File: src/rtl/core/tvc_pkg.sv
// Shared constants, codes and the command bundle of the tetrahedron volume classifier.
package tvc_pkg;

	localparam int COORD_WIDTH_DEF = 16;
	localparam int COUNT_WIDTH_DEF = 32;
	localparam int THR_W = 52;
	localparam int VOL_OUT_W = 53;
	localparam int TOTAL_W = 32;
	localparam logic [THR_W-1:0] THR_RESET = THR_W'(1);

	localparam logic [1:0] POS_FIRST = 2'd0;
	localparam logic [1:0] POS_SECOND = 2'd1;
	localparam logic [1:0] POS_THIRD = 2'd2;
	localparam logic [1:0] POS_FOURTH = 2'd3;

	localparam logic [1:0] MUL_FIRST = 2'd0;
	localparam logic [1:0] MUL_SECOND = 2'd1;
	localparam logic [1:0] MUL_OUTER = 2'd2;

	typedef struct packed {
		logic load_corner;
		logic [1:0] corner_sel;
		logic missing;
		logic clr_cnt;
		logic mul_en;
		logic [1:0] mul_sel;
		logic cross_load;
		logic cross_sub;
		logic vol_load;
		logic vol_add;
		logic rotate;
		logic mag_en;
		logic classify;
	} dp_cmd_t;

endpackage

File: src/rtl/core/tvc_corner_if.sv
// Request channel that carries one tetrahedron corner.
interface tvc_corner_if #(
	parameter int COORD_WIDTH = tvc_pkg::COORD_WIDTH_DEF
);
	logic valid;
	logic ready;
	logic signed [COORD_WIDTH-1:0] corner_x;
	logic signed [COORD_WIDTH-1:0] corner_y;
	logic signed [COORD_WIDTH-1:0] corner_z;
	logic corner_present;
	logic start_of_mesh;

	modport source (output valid, corner_x, corner_y, corner_z, corner_present,
		start_of_mesh, input ready);
	modport sink (input valid, corner_x, corner_y, corner_z, corner_present,
		start_of_mesh, output ready);
endinterface

File: src/rtl/core/tvc_result_if.sv
// Request channel that carries one volume classification result.
interface tvc_result_if;
	logic valid;
	logic ready;
	logic signed [tvc_pkg::VOL_OUT_W-1:0] six_volume;
	logic is_degenerate;
	logic is_inverted;
	logic bad_reference;
	logic [tvc_pkg::TOTAL_W-1:0] degenerate_total;
	logic [tvc_pkg::TOTAL_W-1:0] inverted_total;

	modport source (output valid, six_volume, is_degenerate, is_inverted, bad_reference,
		degenerate_total, inverted_total, input ready);
	modport sink (input valid, six_volume, is_degenerate, is_inverted, bad_reference,
		degenerate_total, inverted_total, output ready);
endinterface

File: src/rtl/core/tetra_volume_classifier_core.sv
// Top level of the tetrahedron volume classifier.
// Corners are taken one per request; the first three are stored, and the fourth starts a
// calculation of six times the signed volume on one shared multiplier that forms the nine
// products, followed by a magnitude step and a threshold compare step that registers the
// result. No corner is taken during that calculation, and a fourth corner waits until the
// previous result has been taken.
// A missing corner forces the volume to zero and sets bad_reference; start_of_mesh clears
// both saturating counts and makes its corner the first of a new group.
module tetra_volume_classifier_core #(
	parameter int COORD_WIDTH = tvc_pkg::COORD_WIDTH_DEF,
	parameter int COUNT_WIDTH = tvc_pkg::COUNT_WIDTH_DEF
) (
	input  logic clk,
	input  logic arst_n,
	tvc_corner_if.sink corner,
	tvc_result_if.source result,
	input  logic cfg_write,
	input  logic [tvc_pkg::THR_W-1:0] cfg_wdata
);
	tvc_pkg::dp_cmd_t cmd;
	logic in_ready;
	logic out_valid;

	assign corner.ready = in_ready;
	assign result.valid = out_valid;

	tvc_ctrl u_ctrl (
		.clk(clk),
		.arst_n(arst_n),
		.in_valid(corner.valid),
		.in_ready(in_ready),
		.corner_present(corner.corner_present),
		.start_of_mesh(corner.start_of_mesh),
		.out_valid(out_valid),
		.out_ready(result.ready),
		.cmd(cmd)
	);

	tvc_datapath #(
		.COORD_WIDTH(COORD_WIDTH),
		.COUNT_WIDTH(COUNT_WIDTH)
	) u_datapath (
		.clk(clk),
		.arst_n(arst_n),
		.cmd(cmd),
		.corner_x(corner.corner_x),
		.corner_y(corner.corner_y),
		.corner_z(corner.corner_z),
		.cfg_write(cfg_write),
		.cfg_wdata(cfg_wdata),
		.six_volume(result.six_volume),
		.is_degenerate(result.is_degenerate),
		.is_inverted(result.is_inverted),
		.bad_reference(result.bad_reference),
		.degenerate_total(result.degenerate_total),
		.inverted_total(result.inverted_total)
	);

endmodule

File: src/rtl/core/tvc_ctrl.sv
// Controller that tracks corner position and sequences the shared multiplier.
module tvc_ctrl (
	input  logic clk,
	input  logic arst_n,
	input  logic in_valid,
	output logic in_ready,
	input  logic corner_present,
	input  logic start_of_mesh,
	output logic out_valid,
	input  logic out_ready,
	output tvc_pkg::dp_cmd_t cmd
);
	localparam logic [1:0] ST_IDLE = 2'd0;
	localparam logic [1:0] ST_CALC = 2'd1;
	localparam logic [1:0] ST_MAG = 2'd2;
	localparam logic [1:0] ST_CLASS = 2'd3;
	localparam logic [3:0] LAST_STEP = 4'd12;

	logic [1:0] state_q;
	logic [3:0] step_q;
	logic [1:0] pos_q;
	logic missing_q;
	logic out_valid_q;
	logic in_fire;
	logic [1:0] pos_eff;
	logic missing_eff;

	assign in_ready = (state_q == ST_IDLE) && !(out_valid_q && pos_q == tvc_pkg::POS_FOURTH);
	assign in_fire = in_valid && in_ready;
	assign pos_eff = start_of_mesh ? tvc_pkg::POS_FIRST : pos_q;
	assign missing_eff = (!start_of_mesh && missing_q) || !corner_present;
	assign out_valid = out_valid_q;

	always_comb begin
		cmd = '0;
		cmd.load_corner = in_fire;
		cmd.corner_sel = pos_eff;
		cmd.missing = missing_eff;
		cmd.clr_cnt = in_fire && start_of_mesh;
		cmd.mag_en = (state_q == ST_MAG);
		cmd.classify = (state_q == ST_CLASS);
		if (state_q == ST_CALC) begin
			unique case (step_q[1:0])
				2'd0: begin
					cmd.mul_en = (step_q != LAST_STEP);
					cmd.mul_sel = tvc_pkg::MUL_FIRST;
					cmd.vol_load = (step_q == 4'd4);
					cmd.vol_add = (step_q == 4'd8) || (step_q == LAST_STEP);
				end
				2'd1: begin
					cmd.cross_load = 1'b1;
					cmd.mul_en = 1'b1;
					cmd.mul_sel = tvc_pkg::MUL_SECOND;
				end
				2'd2: begin
					cmd.cross_sub = 1'b1;
				end
				default: begin
					cmd.mul_en = 1'b1;
					cmd.mul_sel = tvc_pkg::MUL_OUTER;
					cmd.rotate = 1'b1;
				end
			endcase
		end
	end

	always_ff @(posedge clk or negedge arst_n) begin
		if (!arst_n) begin
			state_q <= ST_IDLE;
			step_q <= '0;
			pos_q <= tvc_pkg::POS_FIRST;
			missing_q <= 1'b0;
			out_valid_q <= 1'b0;
		end else begin
			unique case (state_q)
				ST_IDLE: begin
					if (in_fire) begin
						if (pos_eff == tvc_pkg::POS_FOURTH) begin
							pos_q <= tvc_pkg::POS_FIRST;
							missing_q <= 1'b0;
							step_q <= '0;
							state_q <= ST_CALC;
						end else begin
							pos_q <= pos_eff + 2'd1;
							missing_q <= missing_eff;
						end
					end
				end
				ST_CALC: begin
					if (step_q == LAST_STEP) begin
						state_q <= ST_MAG;
					end else begin
						step_q <= step_q + 4'd1;
					end
				end
				ST_MAG: begin
					state_q <= ST_CLASS;
				end
				default: begin
					state_q <= ST_IDLE;
				end
			endcase
			if (state_q == ST_CLASS) begin
				out_valid_q <= 1'b1;
			end else if (out_valid_q && out_ready) begin
				out_valid_q <= 1'b0;
			end
		end
	end

`ifndef SYNTHESIS
	a_fourth_needs_free_output: assert property (@(posedge clk) disable iff (!arst_n)
		(in_fire && pos_eff == tvc_pkg::POS_FOURTH) |-> !out_valid_q)
		else $error("fourth corner accepted while a result is pending");
	a_fourth_starts_calc: assert property (@(posedge clk) disable iff (!arst_n)
		(in_fire && pos_eff == tvc_pkg::POS_FOURTH) |=> (state_q == ST_CALC && step_q == '0))
		else $error("fourth corner did not start the calculation");
	a_valid_after_class: assert property (@(posedge clk) disable iff (!arst_n)
		$rose(out_valid_q) |-> $past(state_q == ST_CLASS))
		else $error("result raised outside the classification step");
	a_step_in_range: assert property (@(posedge clk) disable iff (!arst_n)
		(state_q == ST_CALC) |-> (step_q <= LAST_STEP))
		else $error("calculation step out of range");
`endif

endmodule

File: src/rtl/core/tvc_datapath.sv
// Datapath with edge registers, the shared multiplier, classification and counters.
module tvc_datapath #(
	parameter int COORD_WIDTH = tvc_pkg::COORD_WIDTH_DEF,
	parameter int COUNT_WIDTH = tvc_pkg::COUNT_WIDTH_DEF
) (
	input  logic clk,
	input  logic arst_n,
	input  tvc_pkg::dp_cmd_t cmd,
	input  logic signed [COORD_WIDTH-1:0] corner_x,
	input  logic signed [COORD_WIDTH-1:0] corner_y,
	input  logic signed [COORD_WIDTH-1:0] corner_z,
	input  logic cfg_write,
	input  logic [tvc_pkg::THR_W-1:0] cfg_wdata,
	output logic signed [tvc_pkg::VOL_OUT_W-1:0] six_volume,
	output logic is_degenerate,
	output logic is_inverted,
	output logic bad_reference,
	output logic [tvc_pkg::TOTAL_W-1:0] degenerate_total,
	output logic [tvc_pkg::TOTAL_W-1:0] inverted_total
);
	localparam int EW = COORD_WIDTH + 1;
	localparam int XW = 2 * EW + 1;
	localparam int PW = XW + EW;
	localparam int VW = PW + 2;
	localparam int OW = tvc_pkg::VOL_OUT_W;
	localparam int SW = (VW > OW) ? VW : OW;
	localparam int MW = (VW > tvc_pkg::THR_W) ? VW : tvc_pkg::THR_W;
	localparam logic signed [SW-1:0] VOL_HI = {{(SW - OW + 1){1'b0}}, {(OW - 1){1'b1}}};
	localparam logic signed [SW-1:0] VOL_LO = ~VOL_HI;

	logic signed [COORD_WIDTH-1:0] p [3];
	logic signed [COORD_WIDTH-1:0] h0_q [3];
	logic signed [EW-1:0] edge_new [3];
	logic signed [EW-1:0] a_q [3];
	logic signed [EW-1:0] b_q [3];
	logic signed [EW-1:0] c_q [3];
	logic bad_q;
	logic [tvc_pkg::THR_W-1:0] thr_q;
	logic signed [XW-1:0] mul_l;
	logic signed [EW-1:0] mul_r;
	logic signed [PW-1:0] prod_q;
	logic signed [XW-1:0] cross_q;
	logic signed [VW-1:0] vol_q;
	logic signed [VW-1:0] vol_e;
	logic signed [SW-1:0] vol_s;
	logic neg_q;
	logic [VW-1:0] mag_q;
	logic signed [OW-1:0] sixv_q;
	logic [MW-1:0] mag_e;
	logic [MW-1:0] thr_e;
	logic degen;
	logic inv;
	logic [COUNT_WIDTH-1:0] deg_cnt_q;
	logic [COUNT_WIDTH-1:0] inv_cnt_q;
	logic [COUNT_WIDTH-1:0] deg_next;
	logic [COUNT_WIDTH-1:0] inv_next;
	logic signed [OW-1:0] out_vol_q;
	logic out_degen_q;
	logic out_inv_q;
	logic out_bad_q;
	logic [tvc_pkg::TOTAL_W-1:0] out_deg_q;
	logic [tvc_pkg::TOTAL_W-1:0] out_inv_q2;

	assign p[0] = corner_x;
	assign p[1] = corner_y;
	assign p[2] = corner_z;

	always_comb begin
		for (int i = 0; i < 3; i++) begin
			edge_new[i] = $signed({p[i][COORD_WIDTH-1], p[i]})
				- $signed({h0_q[i][COORD_WIDTH-1], h0_q[i]});
		end
	end

	always_comb begin
		unique case (cmd.mul_sel)
			tvc_pkg::MUL_FIRST: begin
				mul_l = {{(XW - EW){b_q[1][EW-1]}}, b_q[1]};
				mul_r = c_q[2];
			end
			tvc_pkg::MUL_SECOND: begin
				mul_l = {{(XW - EW){b_q[2][EW-1]}}, b_q[2]};
				mul_r = c_q[1];
			end
			tvc_pkg::MUL_OUTER: begin
				mul_l = cross_q;
				mul_r = a_q[0];
			end
			default: begin
				mul_l = '0;
				mul_r = '0;
			end
		endcase
	end

	assign vol_e = bad_q ? '0 : vol_q;
	assign vol_s = SW'(vol_e);
	assign mag_e = MW'(mag_q);
	assign thr_e = MW'(thr_q);
	assign degen = mag_e < thr_e;
	assign inv = neg_q && (mag_e > thr_e);
	assign deg_next = (degen && !(&deg_cnt_q)) ? deg_cnt_q + COUNT_WIDTH'(1) : deg_cnt_q;
	assign inv_next = (inv && !(&inv_cnt_q)) ? inv_cnt_q + COUNT_WIDTH'(1) : inv_cnt_q;

	always_ff @(posedge clk) begin
		if (cmd.load_corner) begin
			unique case (cmd.corner_sel)
				tvc_pkg::POS_FIRST: begin
					for (int i = 0; i < 3; i++) h0_q[i] <= p[i];
				end
				tvc_pkg::POS_SECOND: begin
					for (int i = 0; i < 3; i++) a_q[i] <= edge_new[i];
				end
				tvc_pkg::POS_THIRD: begin
					for (int i = 0; i < 3; i++) b_q[i] <= edge_new[i];
				end
				default: begin
					for (int i = 0; i < 3; i++) c_q[i] <= edge_new[i];
					bad_q <= cmd.missing;
				end
			endcase
		end
		if (cmd.rotate) begin
			a_q[0] <= a_q[1];
			a_q[1] <= a_q[2];
			a_q[2] <= a_q[0];
			b_q[0] <= b_q[1];
			b_q[1] <= b_q[2];
			b_q[2] <= b_q[0];
			c_q[0] <= c_q[1];
			c_q[1] <= c_q[2];
			c_q[2] <= c_q[0];
		end
		if (cmd.mul_en) begin
			prod_q <= mul_l * mul_r;
		end
		if (cmd.cross_load) begin
			cross_q <= prod_q[XW-1:0];
		end else if (cmd.cross_sub) begin
			cross_q <= cross_q - prod_q[XW-1:0];
		end
		if (cmd.vol_load) begin
			vol_q <= {{2{prod_q[PW-1]}}, prod_q};
		end else if (cmd.vol_add) begin
			vol_q <= vol_q + {{2{prod_q[PW-1]}}, prod_q};
		end
		if (cmd.mag_en) begin
			neg_q <= vol_e[VW-1];
			mag_q <= vol_e[VW-1] ? VW'(-vol_e) : VW'(vol_e);
			if (vol_s > VOL_HI) begin
				sixv_q <= VOL_HI[OW-1:0];
			end else if (vol_s < VOL_LO) begin
				sixv_q <= VOL_LO[OW-1:0];
			end else begin
				sixv_q <= vol_s[OW-1:0];
			end
		end
		if (cmd.classify) begin
			out_vol_q <= sixv_q;
			out_degen_q <= degen;
			out_inv_q <= inv;
			out_bad_q <= bad_q;
			out_deg_q <= tvc_pkg::TOTAL_W'(deg_next);
			out_inv_q2 <= tvc_pkg::TOTAL_W'(inv_next);
		end
	end

	always_ff @(posedge clk or negedge arst_n) begin
		if (!arst_n) begin
			thr_q <= tvc_pkg::THR_RESET;
			deg_cnt_q <= '0;
			inv_cnt_q <= '0;
		end else begin
			if (cfg_write) begin
				thr_q <= cfg_wdata;
			end
			if (cmd.clr_cnt) begin
				deg_cnt_q <= '0;
				inv_cnt_q <= '0;
			end else if (cmd.classify) begin
				deg_cnt_q <= deg_next;
				inv_cnt_q <= inv_next;
			end
		end
	end

	assign six_volume = out_vol_q;
	assign is_degenerate = out_degen_q;
	assign is_inverted = out_inv_q;
	assign bad_reference = out_bad_q;
	assign degenerate_total = out_deg_q;
	assign inverted_total = out_inv_q2;

endmodule

File: src/flat_wrapper.sv
// flat-port wrapper written by rule: the top's interface ports become plain ports
module tetra_volume_classifier_core_flat 
#(
	parameter int COORD_WIDTH = tvc_pkg::COORD_WIDTH_DEF,
	parameter int COUNT_WIDTH = tvc_pkg::COUNT_WIDTH_DEF
)
  (clk, arst_n, cfg_write, cfg_wdata, corner_valid, corner_corner_x, corner_corner_y, corner_corner_z, corner_corner_present, corner_start_of_mesh, corner_ready, result_valid, result_six_volume, result_is_degenerate, result_is_inverted, result_bad_reference, result_degenerate_total, result_inverted_total, result_ready);
  tvc_corner_if #(.COORD_WIDTH(COORD_WIDTH)) corner_i ();
  tvc_result_if result_i ();
  input  logic clk;
  input  logic arst_n;
  input  logic cfg_write;
  input  logic [tvc_pkg::THR_W-1:0] cfg_wdata;
  input wire logic [$bits(corner_i.valid)-1:0] corner_valid;
  input wire logic [$bits(corner_i.corner_x)-1:0] corner_corner_x;
  input wire logic [$bits(corner_i.corner_y)-1:0] corner_corner_y;
  input wire logic [$bits(corner_i.corner_z)-1:0] corner_corner_z;
  input wire logic [$bits(corner_i.corner_present)-1:0] corner_corner_present;
  input wire logic [$bits(corner_i.start_of_mesh)-1:0] corner_start_of_mesh;
  output wire logic [$bits(corner_i.ready)-1:0] corner_ready;
  output wire logic [$bits(result_i.valid)-1:0] result_valid;
  output wire logic [$bits(result_i.six_volume)-1:0] result_six_volume;
  output wire logic [$bits(result_i.is_degenerate)-1:0] result_is_degenerate;
  output wire logic [$bits(result_i.is_inverted)-1:0] result_is_inverted;
  output wire logic [$bits(result_i.bad_reference)-1:0] result_bad_reference;
  output wire logic [$bits(result_i.degenerate_total)-1:0] result_degenerate_total;
  output wire logic [$bits(result_i.inverted_total)-1:0] result_inverted_total;
  input wire logic [$bits(result_i.ready)-1:0] result_ready;
  assign corner_i.valid = corner_valid;
  assign corner_i.corner_x = corner_corner_x;
  assign corner_i.corner_y = corner_corner_y;
  assign corner_i.corner_z = corner_corner_z;
  assign corner_i.corner_present = corner_corner_present;
  assign corner_i.start_of_mesh = corner_start_of_mesh;
  assign corner_ready = corner_i.ready;
  assign result_valid = result_i.valid;
  assign result_six_volume = result_i.six_volume;
  assign result_is_degenerate = result_i.is_degenerate;
  assign result_is_inverted = result_i.is_inverted;
  assign result_bad_reference = result_i.bad_reference;
  assign result_degenerate_total = result_i.degenerate_total;
  assign result_inverted_total = result_i.inverted_total;
  assign result_i.ready = result_ready;
  tetra_volume_classifier_core #(.COORD_WIDTH(COORD_WIDTH), .COUNT_WIDTH(COUNT_WIDTH)) u_core (.clk(clk), .arst_n(arst_n), .corner(corner_i), .result(result_i), .cfg_write(cfg_write), .cfg_wdata(cfg_wdata));
endmodule
File: config.mk
export PLATFORM = sky130hd
export DESIGN_NAME = tetra_volume_classifier_core_flat
export DESIGN_NICKNAME = d
export VERILOG_FILES = /design/src/rtl/core/tvc_pkg.sv /design/src/rtl/core/tvc_corner_if.sv /design/src/rtl/core/tvc_result_if.sv /design/src/rtl/core/tetra_volume_classifier_core.sv /design/src/rtl/core/tvc_ctrl.sv /design/src/rtl/core/tvc_datapath.sv /design/src/flat_wrapper.sv
export SDC_FILE = /design/constraint.sdc
export NUM_CORES = 2
export LEC_CHECK = 0
export ABC_AREA = 1
export BUFFER_PORTS_ARGS = -buffer_cell sky130_fd_sc_hd__buf_2
export CORE_MARGIN = 4
export CORE_UTILIZATION = 44
export DETAILED_ROUTE_END_ITERATION = 6
export GPL_ROUTABILITY_DRIVEN = 0
export PLACE_DENSITY = 0.64
export SETUP_SLACK_MARGIN = 0.4
export SKIP_CTS_REPAIR_TIMING = 1
export SYNTH_ARGS = -nofsm -noshare
export SYNTH_HDL_FRONTEND = slang
export SYNTH_HIERARCHICAL = 1
export SYNTH_SLANG_ARGS = --single-unit
File: constraint.sdc
create_clock -name clk -period 9.15 [get_ports clk]
set_input_delay 0.4575 -clock clk [delete_from_list [all_inputs] [get_ports clk]]
set_output_delay 0.4575 -clock clk [all_outputs]
set_load 0.03 [all_outputs]
==> results.yml <==
worst_setup_path:
  cp_data_required_time_ns: 9.56
  r2r_slack_ns: 0.95
  startpoint_type: "flip-flop"
  critical_path_arrival_ns: 8.61
  crit_slowest_cell: "o221ai_4"
  rr_startpoint: "u_core/u_ctrl/state_q[1]"
  criticalPathCategory: "reg -> reg"
  reg2reg_depth: 29
  r2r_end: "u_core/u_datapath/prod_q[51]"
  cp_max_fo: 19
  end_kind: "flip-flop"
  crit_path_max_incr_delay_ns: 0.74
synth:
  synth.avg_cell_area_um2: 8.10
  synthAdderAreaFrac_pct: 24.9
  synth_cells: 7672
  synth_flop_cell: "edfxtp_1"
  synth_edf_count: 571
  synth_area_leader_cell: "edfxtp_1"
  synth-async-reset-ratio_pct: 18.1
  synth.most_common_cell: "nand2_1"
  synth.area.mux_share_pct: 0.0825
  synthXorXnorAreaFrac_pct: 1.94
  ys_types: 53
  synthTopCellsByCount: "nand2_1, inv_1, edfxtp_1, fa_1, nor2_1"
  yosys.area.top_type_share_pct: 27.6
  synth_top_family_by_area: "adder cells"
  yosysSeqAreaShare_pct: 32.7
  syn-num-nets: 8671
  synth_simple_gate_area_share_pct: 21.4
  synth_area_leaders: "edfxtp_1, fa_1, nand2_1"
  synth_compound_area_share_pct: 7.79
  synth_warnings: 6
  synth_area_um2: 62200
  ys_ff_latch: 697
sta:
  maxSlewViolCount: 0
  fin_setup_tns_ns: 0
  hold_viol: 2
  finalSetupViolCount: 0
  max_slew.worst_pin.slew_ns: 1.18
  max_freq_mhz: 122
  fin_crit_sh_pct: 89.6
  fin_skew_ns: 0.0262
  maxSlewHeadroom_pct: 21.3
  fin_crit_ns: 8.20
  whs_ns: -0.00428
  rsz0062_at_grt: "false"
  worst_slack_ns: 0.948
drt:
  drt_iter0_drc: 4714
  post-route-drc-count: 0
  wl_per_cell_um: 18.1
  via_count: 51977
  vias_per_cell: 5.27
  wirelength_um: 179000
  firstDrtPassIters: 6
  postRouteAntennaNets: 0
status:
  status: "complete, but fails checks"
  violations: "negative hold slack"
placed_design:
  portBuffers: 228
  hpwl_um: 139000
  dp_slack_ns: 0.675
clocking:
  clockBufferDepth: 3
  cts_root_buf: "clkbuf_16"
  cts.sinks: 697
  htree_num_levels: 3
  cts_tree: "done"
  insertion_delay_ns: 0.69
  cts_made_buffers: 81
  clkTransAtPathRegs_ns: 0.06
global_routing:
  grt_use_total_pct: 24.2
  grt.overflow.total: 0
  grt_pass1_wl_um: 284000
  antenna_found_initial: 2
  grt_pass1_vias: 52235
  grt_max_degree: 104
layout:
  area_delta_synth_final_pct: 11.3
  layout.nets: 8913
  drive_gt1_share_pct: 7.27
floorplanning:
  initial_core_util_pct: 44.4
  die_h_um: 384
  row_count: 137
  die_area_um2: 147000
  ios: 229
  die_x_um: 384
  fp.coreArea_um2: 140000
min_path:
  whs_path_depth: 3
  worstHoldStart: "cfg_wdata[15]"
  hold_class: "in -> reg"
  hold_end: "u_core/u_datapath/thr_q[15]"
run:
  max_cap_viol_count: 0
[flip-flops by register name, indices dropped and copies added, names as in the netlist, 32 cells and up]
register,cells
u_core/u_datapath/prod_q,52
u_core/u_datapath/degenerate_total,32
u_core/u_datapath/thr_q,52
u_core/u_datapath/deg_cnt_q,32
u_core/u_datapath/a_q,51
u_core/u_datapath/h0_q,48
u_core/u_datapath/vol_q,54
u_core/u_datapath/c_q,51
u_core/u_datapath/inverted_total,32
u_core/u_datapath/inv_cnt_q,32
u_core/u_datapath/mag_e,54
u_core/u_datapath/six_volume,53
u_core/u_datapath/b_q,51
u_core/u_datapath/cross_q,35
u_core/u_datapath/sixv_q,53
[cells in the final DEF, fill, tap and decap left out, types with 9 or more instances in the layout]
master	count
a21boi_0	14
a21o_1	20
a21oi_1	257
a31oi_1	26
and2_1	12
buf_2	227
buf_4	79
bufinv_16	11
clkbuf_1	12
clkbuf_16	85
clkinv_2	13
dfrtp_1	125
dlygate4sd3_1	56
edfxtp_1	571
fa_1	571
ha_1	318
inv_1	1609
inv_2	10
nand2_1	2127
nand2_2	18
nand3_1	377
nand4_1	89
nor2_1	463
nor2_2	9
nor3_1	69
nor4_1	11
o21a_1	9
o21ai_0	437
o21ai_1	10
o21bai_1	32
o221ai_2	14
o221ai_4	11
or2_2	35
xnor2_1	30
xor2_1	108
[critical path: cells and delay by family (launching register included)]
kind	cells	cell delay, ns
XOR/XNOR	1	0.14
AND/OR/NAND/NOR	6	0.85
adder cells (fa/ha/maj)	8	3.84
flip-flops	1	0.47
AO/OA/AOI/OAI	5	1.51
buffers and inverters	9	1.09
[metal layers]
metal	wire length [um]	track usage (%)	part of all wire, %	vias up
met3	14900	3.72	8.3	357
met4	5990	8.30	3.3	2
met5	13	0	0.0073	-
met2	81300	39.2	45	2154
li1	-	-	-	24451
met1	76700	33.3	43	25013
[kinds of logic after synthesis]
group,Yosys count
AOI/OAI and AO/OA,859
xor gates and xnor gates,138
adders and majority gates,892
buffers and inverters,1835
DFF,697
muxes,5
and+or+nand+nor,3246
[metrics by stage]
step | area [um^2] | hold WS [ns] | cells | util [%]
2_1_floorplan | 62200 | 0.162 | 7672 | -
6_report | 69200 | -0.00428 | 9859 | 49.4
3_3_place_gp | 65500 | 0.405 | 9642 | 46.8
4_1_cts | 68300 | -0.227 | 9792 | 48.9
3_5_place_dp | 65500 | 0.405 | 9642 | 46.8
5_1_grt | 69200 | 0.000886 | 9858 | 49.4
[cell type report]
class / count / area (um^2)
fillers: 13316 / 70700
multi-input cells: 5140 / 35100
flip-flops and latches: 697 / 20300
inverters: 1622 / 6100
repair buffers: 372 / 2440
well taps: 1876 / 2350
clock buffers: 101 / 2230
clock inverters: 49 / 619
diodes: 2 / 5.00
[worst max-delay path by stage]
stage | startpoint | end | slack, ns
2_1_floorplan | u_core/u_ctrl/state_q[1] | u_core/u_datapath/prod_q[49] | 2.08
3_3_place_gp | u_core/u_ctrl/state_q[1] | u_core/u_datapath/prod_q[49] | 0.73
3_5_place_dp | u_core/u_ctrl/state_q[1] | u_core/u_datapath/prod_q[46] | 0.67
4_1_cts | u_core/u_ctrl/state_q[1] | u_core/u_datapath/prod_q[49] | 0.65
5_1_grt | u_core/u_ctrl/state_q[1] | u_core/u_datapath/prod_q[48] | 0.49
6_report | u_core/u_ctrl/state_q[1] | u_core/u_datapath/prod_q[51] | 0.95
Power is left out: the tool's default activity adds up to more than one toggle a clock period on the data nets, which glitch-free logic cannot reach.
